`config.mk`:
```
export PLATFORM = sky130hd
export DESIGN_NAME = gch_queue
export DESIGN_NICKNAME = d
export VERILOG_FILES = /design/src/sv/assert_macros.svh /design/src/sv/gch_pkg.sv /design/src/sv/gch_queue.sv
export SDC_FILE = /design/constraint.sdc
export NUM_CORES = 1
export LEC_CHECK = 0
export BUFFER_PORTS_ARGS = -buffer_cell sky130_fd_sc_hd__buf_2
export CAP_MARGIN = 20
export CORE_ASPECT_RATIO = 1.75
export CORE_MARGIN = 4
export CORE_UTILIZATION = 50
export DETAILED_ROUTE_END_ITERATION = 8
export GPL_TIMING_DRIVEN = 1
export MAX_ROUTING_LAYER = met4
export PLACE_DENSITY = 0.77
export SLEW_MARGIN = 20
export SYNTH_ARGS = -nofsm -noshare
export SYNTH_HDL_FRONTEND = slang
export SYNTH_SLANG_ARGS = --single-unit
export TNS_END_PERCENT = 100
```
`constraint.sdc`:
```
create_clock -name aclk -period 1.79 [get_ports aclk]
set_input_delay 0.537 -clock aclk [delete_from_list [all_inputs] [get_ports aclk]]
set_output_delay 0.537 -clock aclk [all_outputs]
set_load 0.01 [all_outputs]
```
`src/sv/assert_macros.svh`:
```
// Assertion macros used by the back end of the genotype concordance histogram RTL.
`ifndef ASSERT_MACROS_SVH
`define ASSERT_MACROS_SVH
`ifndef ASSERT_OFF
// Property that must hold at every rising clock edge outside reset.
`define ASSERT_PROP(label, clk, rstn, prop) \
    label: assert property (@(posedge clk) disable iff (!(rstn)) (prop)) \
        else $error("assertion failed");
// Condition that must never be true outside reset.
`define ASSERT_NEVER(label, clk, rstn, cond) \
    label: assert property (@(posedge clk) disable iff (!(rstn)) !(cond)) \
        else $error("forbidden condition seen");
`else
`define ASSERT_PROP(label, clk, rstn, prop)
`define ASSERT_NEVER(label, clk, rstn, cond)
`endif
`endif

```
`src/sv/gch_pkg.sv`:
```
// Shared constants, codes and item types of the genotype concordance histogram.
`default_nettype none
package gch_pkg;

    localparam int NSAMPLES_DEF     = 16;
    localparam int QUALITY_BINS_DEF = 128;
    localparam int COUNT_WIDTH_DEF  = 32;

    localparam int NKINDS    = 5;
    localparam int OPCODE_W  = 2;
    localparam int SAMPLE_W  = 5;
    localparam int BASE_W    = 2;
    localparam int QUAL_W    = 7;
    localparam int KIND_W    = 3;
    localparam int STATUS_W  = 2;
    localparam int TKIND_W   = 2;
    localparam int OUT_CNT_W = 32;

    localparam logic [OPCODE_W-1:0] OP_COMPARE   = 2'd0;
    localparam logic [OPCODE_W-1:0] OP_READ_HIST = 2'd1;
    localparam logic [OPCODE_W-1:0] OP_READ_CNT  = 2'd2;
    localparam logic [OPCODE_W-1:0] OP_NONE      = 2'd3;

    localparam logic [STATUS_W-1:0] ST_COMPARED = 2'd0;
    localparam logic [STATUS_W-1:0] ST_MISSING  = 2'd1;
    localparam logic [STATUS_W-1:0] ST_READ     = 2'd2;
    localparam logic [STATUS_W-1:0] ST_BAD      = 2'd3;

    localparam logic [KIND_W-1:0] KIND_OVERALL = 3'd0;
    localparam logic [KIND_W-1:0] KIND_HOMHOM  = 3'd1;
    localparam logic [KIND_W-1:0] KIND_HETHET  = 3'd2;
    localparam logic [KIND_W-1:0] KIND_HOMHET  = 3'd3;
    localparam logic [KIND_W-1:0] KIND_HETHOM  = 3'd4;

    typedef enum logic [2:0] {
        CMD_BAD,
        CMD_COMPARE,
        CMD_MISSING,
        CMD_READ_HIST,
        CMD_READ_CNT,
        CMD_READ_TOTAL
    } cmd_code_t;

    // Classified work item passed from the front end to the back end.
    typedef struct packed {
        cmd_code_t           code;
        logic [SAMPLE_W-1:0] sample;
        logic [KIND_W-1:0]   kind;
        logic [QUAL_W-1:0]   bin;
        logic                disc;
        logic                cell_ok;
    } cmd_t;

    typedef struct packed {
        logic [STATUS_W-1:0]  status;
        logic                 is_discordant;
        logic [TKIND_W-1:0]   transition_kind;
        logic [OUT_CNT_W-1:0] count_first;
        logic [OUT_CNT_W-1:0] count_second;
        logic [OUT_CNT_W-1:0] count_third;
    } result_t;

endpackage
`default_nettype wire

```
`src/sv/gch_queue.sv`:
```
// Two-entry queue of classified items between the front and back ends.
`default_nettype none
module gch_queue
    import gch_pkg::*;
(
    input  wire logic aclk,
    input  wire logic aresetn,
    input  wire logic in_valid,
    output logic      in_ready,
    input  cmd_t      in_data,
    output logic      out_valid,
    input  wire logic out_pop,
    output cmd_t      out_data
);

    localparam int DEPTH = 2;

    cmd_t       entry_reg [DEPTH];
    logic       wptr_reg;
    logic       rptr_reg;
    logic [1:0] cnt_reg;
    logic       push;
    logic       pop;

    assign in_ready  = (cnt_reg != 2'(DEPTH));
    assign out_valid = (cnt_reg != 2'd0);
    assign out_data  = entry_reg[rptr_reg];
    assign push      = in_valid && in_ready;
    assign pop       = out_pop && out_valid;

    always_ff @(posedge aclk) begin
        if (push) begin
            entry_reg[wptr_reg] <= in_data;
        end
    end

    always_ff @(posedge aclk) begin
        if (!aresetn) begin
            wptr_reg <= 1'b0;
            rptr_reg <= 1'b0;
            cnt_reg  <= 2'd0;
        end else begin
            if (push) begin
                wptr_reg <= ~wptr_reg;
            end
            if (pop) begin
                rptr_reg <= ~rptr_reg;
            end
            priority if (push && !pop) begin
                cnt_reg <= cnt_reg + 2'd1;
            end else if (pop && !push) begin
                cnt_reg <= cnt_reg - 2'd1;
            end
        end
    end

endmodule
`default_nettype wire

```
==> flow_summary.json <==
{
  "timing.final.hold_violations": 0,
  "failed_checks": "setup timing",
  "outcome": "finished with violations",
  "period_needed_ns": 1.808,
  "timing.final.max_slew_violations": 0,
  "setup_viol": 8,
  "route.vias.total": 918,
  "die-width_um": 51.81,
  "worst_setup_path_start_kind": "flop",
  "synth.avg_cell_area_sq_um": 19.52,
  "vdd_drop_max_mv": 1.334,
  "place_congestion": 0.6351,
  "first_global_vias": 971,
  "finish.net_count": 166,
  "setup_repair_after_global_routing_missed_its_margin": "yes",
  "critical_path.max_fanout": 7,
  "synthDistinctLibCells": 19,
  "area_growth_pct": 37.11,
  "port_buffers": 45,
  "crit_slowest_cell": "dfxtp_4",
  "synth_largest_area_cell": "edfxtp_1",
  "clk_transition_reported_paths_ns": 0.08,
  "cts.path.max_buffers": 2,
  "initial_utilization": 0.5288,
  "syn_area_sq_um": 1679,
  "wl_met1_um": 1149,
  "clockRootBuffer": "clkbuf_8",
  "timing.setup.critical_path_class": "reg -> out",
  "min_period_over_period": 1.010,
  "routed-wl-met3_um": 167,
  "h-tree-depth": 2,
  "post_drt_via_cell_ratio": 4.962,
  "remaining_drc_errors": 0,
  "finClkSkew_ns": 0.009392,
  "number_of_core_rows": 27,
  "num_io_pins": 46,
  "post-cts-setup-buffer-count": 0,
  "synth-seq-cells": 45,
  "routed-wl-met2_um": 1974,
  "maximum_number_of_pins_on_one_net_before_global_route_repair": 21,
  "setup-tns-final_ns": -0.08536,
  "cts_tree": "done",
  "drt_total_wl_um": 3320,
  "synth_top_cell_area_share": 0.7154,
  "cp_cell_sequence": "clkbuf_16 -> mux2_4 -> buf_6",
  "largest_register_ffs": 40,
  "setup_slack_ns": -0.01842,
  "cts_hold_buffers_added": 0,
  "avgRoutedWirePerCell_um": 17.95,
  "p_leak_nw": 0.9119,
  "pwr_density_cell_nw_per_um2": 1379,
  "detail_route.first_pass.iterations": 4,
  "yosys_warnings": 0,
  "max-slew-margin-rel": 0.8221,
  "hold_slack_final_ns": 0.4339,
  "ant_nets": 0,
  "synth_sequential_area_ratio": 0.7750,
  "drive_above_1_share": 0.5634,
  "max_freq_mhz": 553.0,
  "total_power_mw": 3.174,
  "place.detailed.hpwl_um": 2004,
  "floorplan.die_area_sq_um": 4386,
  "diodes": 0,
  "synth.area.top_cells": "edfxtp_1 (72%), mux2_2 (13%), dfxtp_1 (6.0%)",
  "critPathMaxStageDelay_ns": 0.39,
  "first_pass_grt_wire_length_um": 4429,
  "grt_antenna_before_repair": 0,
  "arrival_ns": 1.27,
  "clock_sink_count": 45,
  "source_to_sink_clock_delay_at_the_later_pin_of_the_worst_skew_pair_ns": 0.28,
  "synthesis.instances": 86,
  "die_h_um": 84.66,
  "grt_total_ovfl": 0,
  "timing.critical_path.required_ns": 1.25,
  "synth.net_count": 111,
  "tightestPinTransition_ns": 0.2668,
  "drv.max_cap_violation_count": 0,
  "grt_usage": 0.1420,
  "cts-buffers-inserted": 5,
  "core_area_sq_um": 3176,
  "starting_drc_count_in_detailed_routing": 18,
  "worst_hold_path_type": "in -> reg",
  "end_kind": "output pin",
  "dr.max_layer_used": "met4"
}
metrics by stage:
step | instances | setup slack, ns | area [sq um] | util
finish | 185 | -0.01842 | 2302 | 0.7250
CTS | 184 | -0.02158 | 2176 | 0.6852
global placement | 176 | 0.1481 | 1991 | 0.6269
global route | 185 | -0.06685 | 2302 | 0.7250
floorplan | 86 | 0.2729 | 1679 | -
detailed placement | 176 | 0.07015 | 1991 | 0.6269
cell usage after synthesis, drive strengths merged:
cell type and n:
and2 4, edfxtp 40, buf 2, and3 1
nand3b 1, or2 1, a21bo 1, ha 1
dfxtp 5, mux2 20, inv 1, o21ai 2
xor2 1, or3 1, xnor2 2, a21boi 2
nand2b 1
critical path: cells and delay by family, from the launching register on:
family                 cells  cell delay, ns
DFF                        1            0.39
muxes                      1            0.31
buffers and inverters      2            0.30
report_power, final:
| part | switching, mW | leakage, nW | internal [mW] | total, mW |
|---|---|---|---|---|
| Clock | 0.286 | 0.0455 | 0.314 | 0.601 |
| Combinational | 0.468 | 0.451 | 0.695 | 1.16 |
| Sequential | 0.0863 | 0.416 | 1.33 | 1.41 |
area by class of cell:
class,instances,area [sq um]
sequential,45,1305
fill,215,873.3
clock buffer,8,90.09
inverter,1,3.754
timing repair buffer,50,421.7
tap,43,53.80
multi-input combinational,38,427.9
cell usage in the layout, fill, tap and decap left out:
cell type / netlist / layout
edfxtp_1: 40 / 40
buf_2: 2 / 25
buf_6: 0 / 21
mux2_4: 0 / 17
clkbuf_8: 0 / 6
and2_1: 4 / 4
dfxtp_1: 5 / 4
mux2_2: 20 / 3
xnor2_1: 2 / 2
clkbuf_1: 0 / 2
buf_4: 0 / 2
nand2b_4: 1 / 1
or2_2: 1 / 1
o21ai_1: 1 / 1
and3_1: 1 / 1
nand3b_1: 1 / 1
inv_1: 1 / 1
a21bo_2: 1 / 1
a21boi_0: 1 / 1
xor2_1: 1 / 1
o21ai_0: 1 / 1
or3_1: 1 / 1
a21boi_1: 1 / 1
ha_1: 1 / 1
dfxtp_4: 0 / 1
clkbuf_16: 0 / 1
buf_12: 0 / 1
final timing paths:
| check | startpoint | endpoint | slack (ns) | depth (start not counted) |
|---|---|---|---|---|
| worst min register to register | cnt_reg[1]$_SDFFE_PN0P_ | cnt_reg[1]$_SDFFE_PN0P_ | 0.57 | 2 |
| worst max-delay path | flop | out_data[11] | -0.02 | 3 |
| worst min-delay path | in_data[10] | entry_reg[0][10]$_DFFE_PP_ | 0.43 | 1 |
| worst max register to register | cnt_reg[0]$_SDFFE_PN0P_ | cnt_reg[1]$_SDFFE_PN0P_ | 0.19 | 5 |
logic make-up (layout without fill, tap and decap cells):
family	count (synthesis)	after routing	synth area share
AO/OA/AOI/OAI	5	5	0.02086
buffers and inverters	3	59	0.008195
adder cells (fa/ha/maj)	1	1	0.007450
flip-flops	45	45	0.7750
AND/OR/NAND/NOR	9	9	0.03875
multiplexers	20	20	0.1341
XOR/XNOR	3	3	0.01565
metal layers:
metal  track usage  up-vias
met5             -        -
met4       0.05012        0
met3       0.04440        4
met2        0.2575       36
met1        0.1346      442
li1              -      436
what timing repair did:
item / 4_1_cts / 5_1_grt
resized for setup: 16 / 24
setup endpoints to repair: 20 / 20
hold endpoints to repair: 0 / 0
gates cloned: 0 / 1
No activity file was read; power rests on OpenSTA's default activity.
