`config.mk`:
```
export PLATFORM = sky130hd
export DESIGN_NAME = gch_front
export DESIGN_NICKNAME = d
export VERILOG_FILES = /design/src/sv/assert_macros.svh /design/src/sv/gch_pkg.sv /design/src/sv/gch_front.sv
export SDC_FILE = /design/constraint.sdc
export NUM_CORES = 1
export LEC_CHECK = 0
export ABC_CLOCK_PERIOD_IN_PS = 1100
export BUFFER_PORTS_ARGS = -buffer_cell sky130_fd_sc_hd__buf_4
export CELL_PAD_IN_SITES_DETAIL_PLACEMENT = 0
export CELL_PAD_IN_SITES_GLOBAL_PLACEMENT = 1
export CORE_MARGIN = 1.5
export CORE_UTILIZATION = 16
export CTS_CLUSTER_SIZE = 28
export DETAILED_ROUTE_END_ITERATION = 7
export GPL_TIMING_DRIVEN = 0
export PLACE_DENSITY_LB_ADDON = 0.1
export SLEW_MARGIN = 20
export SYNTH_ARGS = -nofsm -noshare
export SYNTH_HDL_FRONTEND = slang
export SYNTH_SLANG_ARGS = --single-unit
```
`constraint.sdc`:
```
create_clock -name aclk -period 1.1 [get_ports aclk]
set_input_delay 0.22 -clock aclk [delete_from_list [all_inputs] [get_ports aclk]]
set_output_delay 0.22 -clock aclk [all_outputs]
set_load 0.05 [all_outputs]
```
`src/sv/assert_macros.svh`:
```
// Assertion macros used by the back end of the genotype concordance histogram RTL.
`ifndef ASSERT_MACROS_SVH
`define ASSERT_MACROS_SVH
`ifndef ASSERT_OFF
// Property that must hold at every rising clock edge outside reset.
`define ASSERT_PROP(label, clk, rstn, prop) \
    label: assert property (@(posedge clk) disable iff (!(rstn)) (prop)) \
        else $error("assertion failed");
// Condition that must never be true outside reset.
`define ASSERT_NEVER(label, clk, rstn, cond) \
    label: assert property (@(posedge clk) disable iff (!(rstn)) !(cond)) \
        else $error("forbidden condition seen");
`else
`define ASSERT_PROP(label, clk, rstn, prop)
`define ASSERT_NEVER(label, clk, rstn, cond)
`endif
`endif

```
`src/sv/gch_pkg.sv`:
```
// Shared constants, codes and item types of the genotype concordance histogram.
`default_nettype none
package gch_pkg;

    localparam int NSAMPLES_DEF     = 16;
    localparam int QUALITY_BINS_DEF = 128;
    localparam int COUNT_WIDTH_DEF  = 32;

    localparam int NKINDS    = 5;
    localparam int OPCODE_W  = 2;
    localparam int SAMPLE_W  = 5;
    localparam int BASE_W    = 2;
    localparam int QUAL_W    = 7;
    localparam int KIND_W    = 3;
    localparam int STATUS_W  = 2;
    localparam int TKIND_W   = 2;
    localparam int OUT_CNT_W = 32;

    localparam logic [OPCODE_W-1:0] OP_COMPARE   = 2'd0;
    localparam logic [OPCODE_W-1:0] OP_READ_HIST = 2'd1;
    localparam logic [OPCODE_W-1:0] OP_READ_CNT  = 2'd2;
    localparam logic [OPCODE_W-1:0] OP_NONE      = 2'd3;

    localparam logic [STATUS_W-1:0] ST_COMPARED = 2'd0;
    localparam logic [STATUS_W-1:0] ST_MISSING  = 2'd1;
    localparam logic [STATUS_W-1:0] ST_READ     = 2'd2;
    localparam logic [STATUS_W-1:0] ST_BAD      = 2'd3;

    localparam logic [KIND_W-1:0] KIND_OVERALL = 3'd0;
    localparam logic [KIND_W-1:0] KIND_HOMHOM  = 3'd1;
    localparam logic [KIND_W-1:0] KIND_HETHET  = 3'd2;
    localparam logic [KIND_W-1:0] KIND_HOMHET  = 3'd3;
    localparam logic [KIND_W-1:0] KIND_HETHOM  = 3'd4;

    typedef enum logic [2:0] {
        CMD_BAD,
        CMD_COMPARE,
        CMD_MISSING,
        CMD_READ_HIST,
        CMD_READ_CNT,
        CMD_READ_TOTAL
    } cmd_code_t;

    // Classified work item passed from the front end to the back end.
    typedef struct packed {
        cmd_code_t           code;
        logic [SAMPLE_W-1:0] sample;
        logic [KIND_W-1:0]   kind;
        logic [QUAL_W-1:0]   bin;
        logic                disc;
        logic                cell_ok;
    } cmd_t;

    typedef struct packed {
        logic [STATUS_W-1:0]  status;
        logic                 is_discordant;
        logic [TKIND_W-1:0]   transition_kind;
        logic [OUT_CNT_W-1:0] count_first;
        logic [OUT_CNT_W-1:0] count_second;
        logic [OUT_CNT_W-1:0] count_third;
    } result_t;

endpackage
`default_nettype wire

```
`src/sv/gch_front.sv`:
```
// Front end: accepts items, holds the binning register and classifies genotypes.
`default_nettype none
module gch_front
    import gch_pkg::*;
#(
    parameter int NSAMPLES     = NSAMPLES_DEF,
    parameter int QUALITY_BINS = QUALITY_BINS_DEF
) (
    input  wire logic                aclk,
    input  wire logic                aresetn,
    input  wire logic                cfg_valid,
    output logic                     cfg_ready,
    input  wire logic                cfg_gq_binning_on,
    input  wire logic                s_valid,
    output logic                     s_ready,
    input  wire logic [OPCODE_W-1:0] s_opcode,
    input  wire logic [SAMPLE_W-1:0] s_sample_index,
    input  wire logic [BASE_W-1:0]   s_truth_base_first,
    input  wire logic [BASE_W-1:0]   s_truth_base_second,
    input  wire logic [BASE_W-1:0]   s_call_base_first,
    input  wire logic [BASE_W-1:0]   s_call_base_second,
    input  wire logic                s_call_missing,
    input  wire logic [QUAL_W-1:0]   s_quality_score,
    input  wire logic [KIND_W-1:0]   s_kind_select,
    input  wire logic [QUAL_W-1:0]   s_bin_select,
    input  wire logic                s_discordant_select,
    input  wire logic                clear_done,
    output logic                     q_in_valid,
    input  wire logic                q_in_ready,
    output cmd_t                     q_in_data
);

    logic        gq_reg;
    logic [31:0] smp32;
    logic        truth_hom;
    logic        call_hom;
    logic [KIND_W-1:0] cmp_kind;
    logic        cmp_disc;
    logic [QUAL_W-1:0] cmp_bin;

    assign cfg_ready = 1'b1;
    assign s_ready   = q_in_ready && clear_done;
    // Unused opcodes are taken and dropped without a result.
    assign q_in_valid = s_valid && s_ready && (s_opcode != OP_NONE);
    assign smp32      = 32'(s_sample_index);

    always_ff @(posedge aclk) begin
        if (!aresetn) begin
            gq_reg <= 1'b0;
        end else if (cfg_valid && cfg_ready) begin
            gq_reg <= cfg_gq_binning_on;
        end
    end

    always_comb begin
        truth_hom = (s_truth_base_first == s_truth_base_second);
        call_hom  = (s_call_base_first == s_call_base_second);
        priority if (truth_hom && call_hom) begin
            cmp_kind = KIND_HOMHOM;
            cmp_disc = (s_truth_base_first != s_call_base_first);
        end else if (truth_hom) begin
            cmp_kind = KIND_HOMHET;
            cmp_disc = 1'b1;
        end else if (call_hom) begin
            cmp_kind = KIND_HETHOM;
            cmp_disc = 1'b1;
        end else begin
            cmp_kind = KIND_HETHET;
            cmp_disc = !(((s_truth_base_first == s_call_base_first) &&
                          (s_truth_base_second == s_call_base_second)) ||
                         ((s_truth_base_first == s_call_base_second) &&
                          (s_truth_base_second == s_call_base_first)));
        end
    end

    always_comb begin
        cmp_bin = '0;
        if (gq_reg) begin
            cmp_bin = (32'(s_quality_score) >= QUALITY_BINS) ?
                      QUAL_W'(QUALITY_BINS - 1) : s_quality_score;
        end
    end

    always_comb begin
        q_in_data         = '0;
        q_in_data.code    = CMD_BAD;
        q_in_data.sample  = s_sample_index;
        unique case (s_opcode)
            OP_COMPARE: begin
                q_in_data.kind = cmp_kind;
                q_in_data.bin  = cmp_bin;
                q_in_data.disc = cmp_disc;
                priority if (smp32 >= 32'(NSAMPLES)) begin
                    q_in_data.code = CMD_BAD;
                end else if (s_call_missing) begin
                    q_in_data.code = CMD_MISSING;
                end else begin
                    q_in_data.code = CMD_COMPARE;
                end
            end
            OP_READ_HIST: begin
                q_in_data.kind    = s_kind_select;
                q_in_data.bin     = s_bin_select;
                q_in_data.disc    = s_discordant_select;
                q_in_data.cell_ok = (s_kind_select <= KIND_HETHOM) &&
                                    (32'(s_bin_select) < QUALITY_BINS);
                q_in_data.code    = (smp32 > 32'(NSAMPLES)) ? CMD_BAD : CMD_READ_HIST;
            end
            OP_READ_CNT: begin
                priority if (smp32 > 32'(NSAMPLES)) begin
                    q_in_data.code = CMD_BAD;
                end else if (smp32 == 32'(NSAMPLES)) begin
                    q_in_data.code = CMD_READ_TOTAL;
                end else begin
                    q_in_data.code = CMD_READ_CNT;
                end
            end
            OP_NONE: begin
                q_in_data.code = CMD_BAD;
            end
        endcase
    end

endmodule
`default_nettype wire

```
==> results.txt <==
critical path class: input pin to output port
Finished Layout Cells: 164
Worst Path Required: 0.88 ns
TritonRoute pass-1 iters: 2
initial antenna violation count: 0
GRT Util Overall: 11.6%
Starting Density: 17.0%
Final min period: 1.45 ns
Die Wd: 57.1 um
internal power: 0.000411 W
Post-synth top flop: dfxtp_1
CP Buf/Inv Count: 2
final net count: 176
wirelength, routed: 1.90 mm
Final Max Slew Viols: 0
dpl cells: 161
max_cap viols: 0
Fillers: 256
Hold Crit Class: input pin to flip-flop
# setup viols final: 15
worst path cell trace: buf_6, o41ai_4, and3_4, nand2_2, o21ai_4, buf_6
Vert. Die Dim: 57.1 um
Synth Cell Area: 468 um2
share of power burned in registers: 5.0%
Port-buffer cells: 61
antenna viol nets, final: 0
max frequency: 692 MHz
Mapped Avg Cell Area: 6.78 um2
FP Rows: 19
slowest stage delay, CP: 0.37 ns
DRC violations left: 0
CP arrival: 1.23 ns
WL/cell: 11.6 um
Top delay family on crit path: compound AO/OA/AOI/OAI gates
YS warnings: 0
asr flop ratio synth: 0%
Seq/Total Area, Yosys: 4.28%
io pins: 64
Clk pwr share: 0%
Largest register FFs: 1
switch share: 49.9%
Pwr Density: 533 nW/um2
Switch Pwr: 0.000410 W
hold_buf cts: 0
violated checks: setup timing
Yosys cell types: 28
Hold Violations, Final: 0
critical-path maximum fanout: 2
DIE AREA: 3260 um2
design area: 1540 um2
Clock Latency Late Sink: 0 ns
number of enable flip-flop cells after synthesis: 0
pin count of the biggest net entering global routing: 11
commonest non-fill, non-tap cell in the layout: buf_4
Final Cycle Share: 131%
Comb power frac: 95.0%
Worst-path clk slew: 0 ns
RSZ-0062 raised after global routing: true
via count: 735
CORE AREA: 2760 um2
most frequent cells in the layout: 43 x buf_4, 21 x buf_6, 9 x nor2_4
area of placed instances: 1230 um2
HPWL after DPL: 1.56 mm
initial DRC count: 10
post-synthesis instance total: 69
syn_nets: 110
clk_skew: 0 ns
Startpoint Class: input pin
setup TNS: -2.69 ns
Slowest cell on crit path: o41ai_4
layout cell share with drive strength beyond 1: 88.7%
Area Growth Syn to Fin: 229%
Static Leak: 0.633 nW
most used cell, CP: buf_6
Worst Hold Slack: 0.436 ns
outcome: finished, violations left
GPL Wtd Cong: 0.686
Max IR drop VDD: 337 uV
Seq cells post-synth: 1
first-pass GRT wire length: 3.25 mm
gr ovfl total: 0
final worst slack: -0.346 ns
number of global-route vias before repair: 748
vias per inst: 4.48
# diodes: 0
Critical Path Sink Type: output port
==> path summary, 6_finish.rpt <==
| path | startpoint | endpoint | slack (ns) | depth (start not counted) |
|---|---|---|---|---|
| setup / recovery | s_sample_index[0] | q_in_data[17] | -0.35 | 6 |
| hold / removal | aresetn | gq_reg$_SDFFE_PN0P_ | 0.44 | 2 |
| setup reg to reg | gq_reg$_SDFFE_PN0P_ | gq_reg$_SDFFE_PN0P_ | 0.51 | 2 |
| hold reg to reg | gq_reg$_SDFFE_PN0P_ | gq_reg$_SDFFE_PN0P_ | 0.50 | 2 |
==> through the flow <==
step	util (%)	power (W)	setup WS, ns
3_3_place_gp	44.6	0.000679	-0.543
4_1_cts	52.6	0.000794	-0.354
5_1_grt	55.9	0.000863	-0.399
3_5_place_dp	44.6	0.000685	-0.537
2_1_floorplan	-	0.000453	-0.286
6_report	55.9	0.000821	-0.346
==> layout make-up <==
type / count / area, um2 / share of cell area (%)
sequential: 1 / 21.3 / 1.38
inverter: 1 / 6.26 / 0.406
multi-input combinational: 57 / 741 / 48.1
timing repair buffer: 64 / 623 / 40.5
tap: 31 / 38.8 / 2.52
buffer: 10 / 110 / 7.15
==> power by group through the flow <==
stage,combinational [W],sequential [W],clock (W)
2_1_floorplan,0.000412,0.0000404,0
3_3_place_gp,0.000639,0.0000407,0
3_5_place_dp,0.000645,0.0000408,0
4_1_cts,0.000753,0.0000408,0
5_1_grt,0.000822,0.0000412,0
6_report,0.000780,0.0000409,0
==> cell usage after synthesis (2+ instances only) <==
master   count  area, um2
xor2_1       6       52.6
nor3_1       2       10.0
nor2b_1      2       12.5
and3_1       2       12.5
nor2_1      10       37.5
nand2_1      5       18.8
a22oi_1      7       52.6
a21oi_1      5       25.0
buf_4        6       45.0
xnor2_1      6       52.6
==> kinds of logic after synthesis <==
group | share of synthesized area, %
AOI/OAI and AO/OA | 30.8
xor gates and xnor gates | 22.5
buffers and inverters | 15.8
DFF | 4.28
muxes | 2.14
other | 0.801
and+or+nand+nor | 23.8
==> metal layers <==
| metal | up-vias | track usage [%] | part of all wire, % |
|---|---|---|---|
| li1 | 366 | - | - |
| met1 | 333 | 16.0 | 38 |
| met2 | 36 | 21.2 | 55 |
| met3 | 0 | 0.680 | 7.5 |
| met4 | 0 | 0 | 0 |
| met5 | - | 0 | 0 |
==> repair_timing <==
item / 4_1_cts / 5_1_grt
endpoints found under the setup margin: 16 / 16
setup buffers: 2 / 1
resized for setup: 42 / 15
pin swaps: 18 / 17
No activity file was read; power rests on OpenSTA's default activity.
